--- src/hw/rtl/assert_macros.svh ---
// Assertion macros shared by the receiver RTL.
// Depends on nothing; included by files that carry concurrent checks.
`ifndef ASSERT_MACROS_SVH
`define ASSERT_MACROS_SVH

// Property holds at every clock edge outside reset.
`define PUFR_ASSERT(name, clk, rst, prop, msg) \
   name: assert property (@(posedge clk) disable iff (rst) (prop)) else $error(msg);

// Antecedent in this cycle implies consequent in the next one.
`define PUFR_ASSERT_NEXT(name, clk, rst, ante, cons, msg) \
   name: assert property (@(posedge clk) disable iff (rst) (ante) |=> (cons)) else $error(msg);

`endif

--- src/hw/rtl/pufr_pkg.sv ---
// Types and constants for the page update frame receiver.
// Depends on nothing; used by the result interface, the frame tracker and the top level.
package pufr_pkg;

   typedef enum logic [1:0] {
      KIND_STAGED = 2'd0,
      KIND_COMMIT = 2'd1,
      KIND_REJECT = 2'd2
   } kind_type;

   localparam logic [7:0] PREAMBLE_FIRST  = 8'h55;
   localparam logic [7:0] PREAMBLE_SECOND = 8'hAA;
   localparam logic       REPLY_ACK       = 1'b1;
   localparam logic       REPLY_NACK      = 1'b0;

   typedef struct packed {
      logic        valid;
      kind_type    kind;
      logic [15:0] page_address;
      logic [7:0]  offset;
      logic [7:0]  data_byte;
      logic        reply_byte;
   } result_type;

   // Sync header: 0x55, 0xAA, then a walking one from bit 0 that wraps every 8 bytes.
   function automatic logic [7:0] expected_preamble(input logic [3:0] pos);
      logic [3:0] rel;
      rel = pos - 4'd2;
      case (pos)
         4'd0:    expected_preamble = PREAMBLE_FIRST;
         4'd1:    expected_preamble = PREAMBLE_SECOND;
         default: expected_preamble = 8'd1 << rel[2:0];
      endcase
   endfunction

endpackage

--- src/hw/rtl/pufr_req_if.sv ---
// Input channel: one received link byte per word.
// Depends on nothing; the payload is a plain byte.
interface pufr_req_if;
   logic       valid;
   logic       ready;
   logic [7:0] rx_byte;

   modport source (output valid, output rx_byte, input ready);
   modport sink   (input valid, input rx_byte, output ready);
endinterface

--- src/hw/rtl/pufr_rsp_if.sv ---
// Result channel: staged data bytes and commit/reject verdicts.
// Depends on pufr_pkg for the kind type.
interface pufr_rsp_if;
   import pufr_pkg::*;

   logic        valid;
   logic        ready;
   kind_type    kind;
   logic [15:0] page_address;
   logic [7:0]  offset;
   logic [7:0]  data_byte;
   logic        reply_byte;

   modport source (output valid, output kind, output page_address, output offset,
                   output data_byte, output reply_byte, input ready);
   modport sink   (input valid, input kind, input page_address, input offset,
                   input data_byte, input reply_byte, output ready);
endinterface

--- src/hw/rtl/pufr_frame_tracker.sv ---
// Frame position counter, preamble check, address capture and XOR check.
// Depends on pufr_pkg; produces the result word for the byte being accepted.
module pufr_frame_tracker #(
   parameter int PAGE_BYTES     = 256,
   parameter int PREAMBLE_BYTES = 10
) (
   input  logic                 clock,
   input  logic                 reset,
   input  logic                 step,
   input  logic [7:0]           rx_byte,
   output pufr_pkg::result_type result
);
   import pufr_pkg::*;

   localparam int ADDR_POS  = PREAMBLE_BYTES;
   localparam int DATA_POS  = PREAMBLE_BYTES + 2;
   localparam int CHECK_POS = PREAMBLE_BYTES + 2 + PAGE_BYTES;
   localparam int CNT_W     = $clog2(CHECK_POS + 1);
   localparam int PRE_W     = (PREAMBLE_BYTES > 1) ? $clog2(PREAMBLE_BYTES) : 1;

   logic [CNT_W-1:0] count_ff, count_in;
   logic             good_ff, good_in;
   logic [15:0]      addr_ff, addr_in;
   logic [7:0]       xor_ff, xor_in;
   logic [CNT_W-1:0] data_rel;

   assign data_rel = count_ff - CNT_W'(DATA_POS);

   always_comb begin
      count_in = count_ff + CNT_W'(1);
      good_in  = good_ff;
      addr_in  = addr_ff;
      xor_in   = xor_ff;
      result   = '0;
      result.page_address = addr_ff;

      if (count_ff < CNT_W'(ADDR_POS)) begin
         if (rx_byte != expected_preamble(4'(count_ff[PRE_W-1:0]))) begin
            good_in = 1'b0;
         end
      end else if (count_ff < CNT_W'(DATA_POS)) begin
         addr_in = {addr_ff[7:0], rx_byte};
      end else if (count_ff < CNT_W'(CHECK_POS)) begin
         xor_in = xor_ff ^ rx_byte;
         result.valid     = good_ff;
         result.kind      = KIND_STAGED;
         result.offset    = 8'(data_rel);
         result.data_byte = rx_byte;
      end else begin
         // check byte: verdict, then back to the start of a frame
         result.valid = good_ff;
         if (rx_byte == xor_ff) begin
            result.kind       = KIND_COMMIT;
            result.reply_byte = REPLY_ACK;
         end else begin
            result.kind       = KIND_REJECT;
            result.reply_byte = REPLY_NACK;
         end
         count_in = '0;
         good_in  = 1'b1;
         xor_in   = '0;
      end
   end

   always_ff @(posedge clock) begin
      if (reset) begin
         count_ff <= '0;
         good_ff  <= 1'b1;
         addr_ff  <= '0;
         xor_ff   <= '0;
      end else if (step) begin
         count_ff <= count_in;
         good_ff  <= good_in;
         addr_ff  <= addr_in;
         xor_ff   <= xor_in;
      end
   end

endmodule

--- src/hw/rtl/page_update_frame_receiver.sv ---
// Page update frame receiver. Takes one link byte per cycle on req_chan while
// req_chan.ready is high; a frame is PREAMBLE_BYTES sync bytes, a big-endian page
// address, PAGE_BYTES data bytes and an XOR check byte. With a good preamble each
// data byte comes out on rsp_chan as a staged word, and the check byte gives a
// commit (ack) or reject (nack) word. A byte passes through the frame tracker logic
// into the result register and appears in the next cycle. req_chan.ready drops
// only while the result register holds a word that rsp_chan has not taken.
// Depends on pufr_pkg, pufr_req_if, pufr_rsp_if and pufr_frame_tracker.
`include "assert_macros.svh"

module page_update_frame_receiver #(
   parameter int PAGE_BYTES     = 256,
   parameter int PREAMBLE_BYTES = 10
) (
   input logic       clock,
   input logic       reset,
   pufr_req_if.sink  req_chan,
   pufr_rsp_if.source rsp_chan
);
   import pufr_pkg::*;

   logic       accept;
   result_type result;
   logic       rsp_valid_ff, rsp_valid_in;
   result_type rsp_word_ff;

   assign req_chan.ready = !rsp_valid_ff || rsp_chan.ready;
   assign accept         = req_chan.valid && req_chan.ready;

   pufr_frame_tracker #(
      .PAGE_BYTES     (PAGE_BYTES),
      .PREAMBLE_BYTES (PREAMBLE_BYTES)
   ) u_tracker (
      .clock   (clock),
      .reset   (reset),
      .step    (accept),
      .rx_byte (req_chan.rx_byte),
      .result  (result)
   );

   always_comb begin
      rsp_valid_in = rsp_valid_ff && !rsp_chan.ready;
      if (accept) begin
         rsp_valid_in = result.valid;
      end
   end

   always_ff @(posedge clock) begin
      if (reset) begin
         rsp_valid_ff <= 1'b0;
      end else begin
         rsp_valid_ff <= rsp_valid_in;
      end
   end

   always_ff @(posedge clock) begin
      if (accept && result.valid) begin
         rsp_word_ff <= result;
      end
   end

   assign rsp_chan.valid        = rsp_valid_ff;
   assign rsp_chan.kind         = rsp_word_ff.kind;
   assign rsp_chan.page_address = rsp_word_ff.page_address;
   assign rsp_chan.offset       = rsp_word_ff.offset;
   assign rsp_chan.data_byte    = rsp_word_ff.data_byte;
   assign rsp_chan.reply_byte   = rsp_word_ff.reply_byte;

   `PUFR_ASSERT(a_backpressure, clock, reset, (rsp_valid_ff && !rsp_chan.ready) |-> !req_chan.ready, "input taken while result word is stalled")
   `PUFR_ASSERT(a_verdict_clean, clock, reset, (rsp_valid_ff && rsp_chan.kind != KIND_STAGED) |-> (rsp_chan.offset == 8'd0 && rsp_chan.data_byte == 8'd0), "verdict word carries data")
   `PUFR_ASSERT(a_reply_match, clock, reset, rsp_valid_ff |-> ((rsp_chan.kind == KIND_COMMIT) == (rsp_chan.reply_byte == REPLY_ACK)), "reply byte disagrees with kind")
   `PUFR_ASSERT_NEXT(a_idle_drain, clock, reset, (!accept && (!rsp_valid_ff || rsp_chan.ready)), !rsp_valid_ff, "result word appeared without input")

endmodule

--- src/flat_wrapper.sv ---
// flat-port wrapper written by rule: the top's interface ports become plain ports
module page_update_frame_receiver_flat import pufr_pkg::*;
#(
   parameter int PAGE_BYTES     = 256,
   parameter int PREAMBLE_BYTES = 10
)
  (clock, reset, req_chan_valid, req_chan_rx_byte, req_chan_ready, rsp_chan_valid, rsp_chan_kind, rsp_chan_page_address, rsp_chan_offset, rsp_chan_data_byte, rsp_chan_reply_byte, rsp_chan_ready);
  pufr_req_if req_chan_i ();
  pufr_rsp_if rsp_chan_i ();
  input logic clock;
  input logic reset;
  input wire logic [$bits(req_chan_i.valid)-1:0] req_chan_valid;
  input wire logic [$bits(req_chan_i.rx_byte)-1:0] req_chan_rx_byte;
  output wire logic [$bits(req_chan_i.ready)-1:0] req_chan_ready;
  output wire logic [$bits(rsp_chan_i.valid)-1:0] rsp_chan_valid;
  output wire logic [$bits(rsp_chan_i.kind)-1:0] rsp_chan_kind;
  output wire logic [$bits(rsp_chan_i.page_address)-1:0] rsp_chan_page_address;
  output wire logic [$bits(rsp_chan_i.offset)-1:0] rsp_chan_offset;
  output wire logic [$bits(rsp_chan_i.data_byte)-1:0] rsp_chan_data_byte;
  output wire logic [$bits(rsp_chan_i.reply_byte)-1:0] rsp_chan_reply_byte;
  input wire logic [$bits(rsp_chan_i.ready)-1:0] rsp_chan_ready;
  assign req_chan_i.valid = req_chan_valid;
  assign req_chan_i.rx_byte = req_chan_rx_byte;
  assign req_chan_ready = req_chan_i.ready;
  assign rsp_chan_valid = rsp_chan_i.valid;
  assign rsp_chan_kind = rsp_chan_i.kind;
  assign rsp_chan_page_address = rsp_chan_i.page_address;
  assign rsp_chan_offset = rsp_chan_i.offset;
  assign rsp_chan_data_byte = rsp_chan_i.data_byte;
  assign rsp_chan_reply_byte = rsp_chan_i.reply_byte;
  assign rsp_chan_i.ready = rsp_chan_ready;
  page_update_frame_receiver #(.PAGE_BYTES(PAGE_BYTES), .PREAMBLE_BYTES(PREAMBLE_BYTES)) u_core (.clock(clock), .reset(reset), .req_chan(req_chan_i), .rsp_chan(rsp_chan_i));
endmodule
--- config.mk ---
export PLATFORM = sky130hd
export DESIGN_NAME = page_update_frame_receiver_flat
export DESIGN_NICKNAME = d
export VERILOG_FILES = /design/src/hw/rtl/pufr_pkg.sv /design/src/hw/rtl/pufr_req_if.sv /design/src/hw/rtl/pufr_rsp_if.sv /design/src/hw/rtl/pufr_frame_tracker.sv /design/src/hw/rtl/page_update_frame_receiver.sv /design/src/flat_wrapper.sv
export VERILOG_INCLUDE_DIRS = /design/src /design/src/hw/rtl
export SDC_FILE = /design/constraint.sdc
export NUM_CORES = 1
export LEC_CHECK = 0
export BUFFER_PORTS_ARGS = -buffer_cell sky130_fd_sc_hd__buf_2
export CORE_UTILIZATION = 36
export CTS_CLUSTER_DIAMETER = 40
export CTS_CLUSTER_SIZE = 20
export DETAILED_ROUTE_END_ITERATION = 12
export SYNTH_ARGS = -nofsm -noshare
export SYNTH_HDL_FRONTEND = slang
export SYNTH_SLANG_ARGS = --single-unit
--- constraint.sdc ---
create_clock -name clock -period 4 [get_ports clock]
set_clock_uncertainty 0.05 [all_clocks]
set_input_delay 0.2 -clock clock [delete_from_list [all_inputs] [get_ports clock]]
set_output_delay 0.2 -clock clock [all_outputs]
set_load 0.02 [all_outputs]
==> results <==
- The remaining design rule violation count is 0.
- Gates resized during post-CTS repair numbered 0.
- STA classifies the critical path endpoint as a flop.
- Dividing the detail-routed wire length by the instance count gives 13.82 µm.
- The run finished with clean final reports.
- The repair_antennas step left the layout with diodes totalling 0.
- The post-synthesis sequential area ratio is 0.5642.
- The setup-violating endpoint count in the final report is 0.
- The source of the critical timing path is u_core.u_tracker.count_ff[2].
- The effective utilization at floorplan is 0.3714.
- The number of top-level design ports is 49.
- The finished cells cover 3582 µm².
- sky130_fd_sc_hd__edfxtp_1 takes more of the synthesized area than any other cell.
- In this run the most critical hold path is launched from req_chan_rx_byte[0].
- Derived from the worst setup path, the maximum achievable clock frequency is 0.3537 GHz.
- The total routing resource utilization after global routing is 0.1580.
- The number of vias per cell after detailed routing is 4.965.
- The critical setup path kind is reg -> reg.
- Counting I/O delays and the setup requirement, the final critical path takes 2.827 ns.
- The share of synthesized area in the top cell type comes to 0.3346.
- The synthesized area divided by synthesized cell count is 10.10 µm².
- The depth of the CTS H-tree is 3.
- The count of pins over their slew limit is 0.
- The worst hold slack is 0.1179 ns.
- Counting cells, the worst reg-to-reg path comes to 6.
- The final layout contains routed wiring with a total length of 6316 µm.
- After technology mapping, the gate count stands at 302.
- The worst setup path is launched from a flop.
- In this run, synthesis produced a sequential element count of 69.
- The maximum VDD drop is 0.0002132 V.
- The count of endpoints failing hold in the final timing report is 0.
- The stage delay of the slowest cell on the critical path is 0.79 ns.
- The count of nets left with antenna violations once routing finished came out at 0.
- The power per cell area is 426.5 nW/µm².
- Setup repair after global routing left no endpoint under its margin.
- The area of placed instances is 3331 µm².
- Across all layers, the routed design uses 2269 vias.
- The worst hold path terminates at u_core.u_tracker.addr_ff[0].
- The worst-skew pair later-pin latency is 0.35 ns.
- The horizontal die dimension is 94.07 µm.
- The count of clock tree sinks is 69.
- Measured against its own limit, the worst slew margin works out to 0.3600.
- The number of enable-type register cells in the synthesized netlist is 34.
- In this run the critical register-to-register path is captured at u_core.rsp_chan.data_byte[4].
- The final layout contains 367 nets.
- The classification of the worst-slack hold path is in -> reg.
- The synthesis warning total is 0.
- The congestion estimate from routability-driven global placement came to 0.8107.
- The arrival time at the worst endpoint is 2.77 ns.
- The analysis attributes to cell leakage a power of 1.321 nW.
- The critical path data required time is 3.95 ns.
- The slowest stage of the critical path belongs to the cell sky130_fd_sc_hd__a311oi_1.
- The share of synthesized flip-flops with an asynchronous set or reset is 0.
- The clock input transition at the sequential cells of the worst setup and hold paths is 0.08 ns.
- The number of max-cap violations is 0.
- The die area is 8849 µm².
- Buffers placed on the I/O ports in this run total 48.
- The number of buffers and inverters on the critical path is 2.
- The family with the most delay on the worst path is compound AO/OA/AOI/OAI gates.
- The count of non-filler cells in the finished layout is 457.
- The share of final-layout standard cells stronger than drive strength 1 is 0.1960.
- The transition time of the tightest slew-check pin is 0.9599 ns.
- Once the clock tree was built, the setup fixing pass inserted 0 buffers.
- Counting every net in the synthesized netlist gives 322.
- The number of buffers created by CTS is 9.
- The area growth from synthesis to layout is 17.38%.
- Summed over all layers, the global routing overflow is 0.
- The half-perimeter wire length after detailed placement is 4349 µm.
- The number of rows in the core area is 33.
- The predominant post-synthesis flop cell is sky130_fd_sc_hd__dfxtp_1.
- Along the worst path, the maximum fanout reaches 35.
- The share of the clock period used by the worst path after layout is 0.7067.
- The number of detailed-routing iterations run before antenna repair is 4.
- CTS placed an instance of sky130_fd_sc_hd__clkbuf_8 at the clock tree root.
- The core region area is 8217 µm².
- Fill cells in the final layout number 793.
- Counting instances in the post-synthesis netlist gives the leading cell types as sky130_fd_sc_hd__nand2_1, sky130_fd_sc_hd__dfxtp_1, sky130_fd_sc_hd__edfxtp_1, sky130_fd_sc_hd__nor2_1, sky130_fd_sc_hd__a21oi_1.
- The TritonCTS clock tree is built.
- The number of hold buffers added after CTS is 0.
- Counting instances, the worst hold path has a depth of 3.
- Entering global routing, the biggest net connects 36 pins.
- Yosys mapped the design onto 44 distinct sky130hd cell types.
- The internal reg-to-reg setup slack is 1.17 ns.
- The via count of the first global-routing pass is 2038.
- The beginning of the worst register-to-register path is u_core.u_tracker.count_ff[2].
- The maximum clock path buffer count is 2.
- The critical path goes through inv_1, ha_1, nand3b_1, a311oi_1, and2_1, buf_4.
- The global-route wire length before repair is 10330 µm.
- The number of DRC markers in iteration 0 is 161.
- The sum of negative setup slack is 0 ns.
- Measured along the y axis, the die boundary spans 94.07 µm.
- The cell with the most instances after synthesis is sky130_fd_sc_hd__nand2_1.
- The initial antenna violation count is 0.
- The mapped netlist covers 3052 µm².
- In the post-synthesis netlist, the biggest area contributors are sky130_fd_sc_hd__edfxtp_1, sky130_fd_sc_hd__dfxtp_1, sky130_fd_sc_hd__nand2_1.
- The cell total after placement is 441.
[area by class of cell]
class,count,area (µm²),area share
repair buffers,49,247.7,0.06916
multi-input cells,204,1177,0.3287
flip-flops and latches,69,1722,0.4806
inverters,14,52.55,0.01467
clock buffers,9,123.9,0.03458
clock inverters,7,127.6,0.03563
well taps,105,131.4,0.03667
[routing by layer]
layer | GRT usage | vias to the layer above | share of wire
met2 | 0.2561 | 58 | 0.49
li1 | - | 1139 | -
met3 | 0.04207 | 12 | 0.053
met5 | 0 | - | 0
met4 | 0.05769 | 0 | 0.013
met1 | 0.2014 | 1060 | 0.44
[worst max-delay path by stage]
| stage | to | slack (ns) | depth (start not counted) |
|---|---|---|---|
| after global placement | u_core.rsp_chan.page_address[5] | 1.22 | 6 |
| final | u_core.rsp_chan.data_byte[4] | 1.17 | 6 |
| after floorplan | u_core.rsp_chan.data_byte[0] | 1.17 | 5 |
| after detailed placement | u_core.rsp_chan.page_address[9] | 1.18 | 6 |
| after CTS | u_core.rsp_chan.data_byte[5] | 1.16 | 6 |
| after global routing | u_core.rsp_chan.offset[1] | 0.87 | 6 |
[report_power, final]
part           internal, mW  switching (mW)
combinational        0.0263          0.0464
sequential            0.736         0.00426
clock                 0.425           0.290
total                  1.19           0.340
[cell families after synthesis]
logic type	share of synthesized area
flip-flops	0.5642
buffers and inverters	0.05002
adder cells (fa/ha/maj)	0.03280
AND/OR/NAND/NOR	0.1993
AO/OA/AOI/OAI	0.1193
XOR/XNOR	0.03444
[metrics by stage]
| stage | util | setup slack [ns] | total power [mW] |
|---|---|---|---|
| floorplan | - | 1.170 | 0.8038 |
| global placement | 0.4054 | 1.220 | 0.8279 |
| detailed placement | 0.4054 | 1.183 | 0.8292 |
| CTS | 0.4360 | 1.164 | 1.542 |
| global route | 0.4360 | 0.8674 | 1.585 |
| finish | 0.4360 | 1.173 | 1.528 |
[layout by cell type, fill, tap and decap left out, drive strengths merged, types with 4 or more instances in the layout]
cell	instances
nand3	4
o21ai	13
nor4	5
nor3	5
clkbuf	9
buf	49
nor2	32
xnor2	9
edfxtp	34
a21oi	26
inv	18
dfxtp	35
nor2b	9
and2	9
a22oi	8
nand2	46
ha	8
[worst register-to-register path: cells and delay by family (launching register included)]
| kind | cells | cell delay (ns) |
|---|---|---|
| fa+ha+maj | 1 | 0.22 |
| buf+inv | 2 | 0.53 |
| simple gates | 2 | 0.40 |
| flops | 1 | 0.47 |
| compound gates | 1 | 0.79 |
[registers in the layout, indices dropped and copies added, names as in the netlist]
name and count:
u_core.rsp_chan.data_byte 8, u_core.u_tracker.count_ff 9, u_core.u_tracker.xor_ff 8, u_core.rsp_chan.kind 2, u_core.rsp_chan.valid 1, u_core.u_tracker.addr_ff 16
u_core.rsp_chan.page_address 16, u_core.u_tracker.good_ff 1, u_core.rsp_chan.offset 8
No activity file was read; power rests on OpenSTA's default activity.
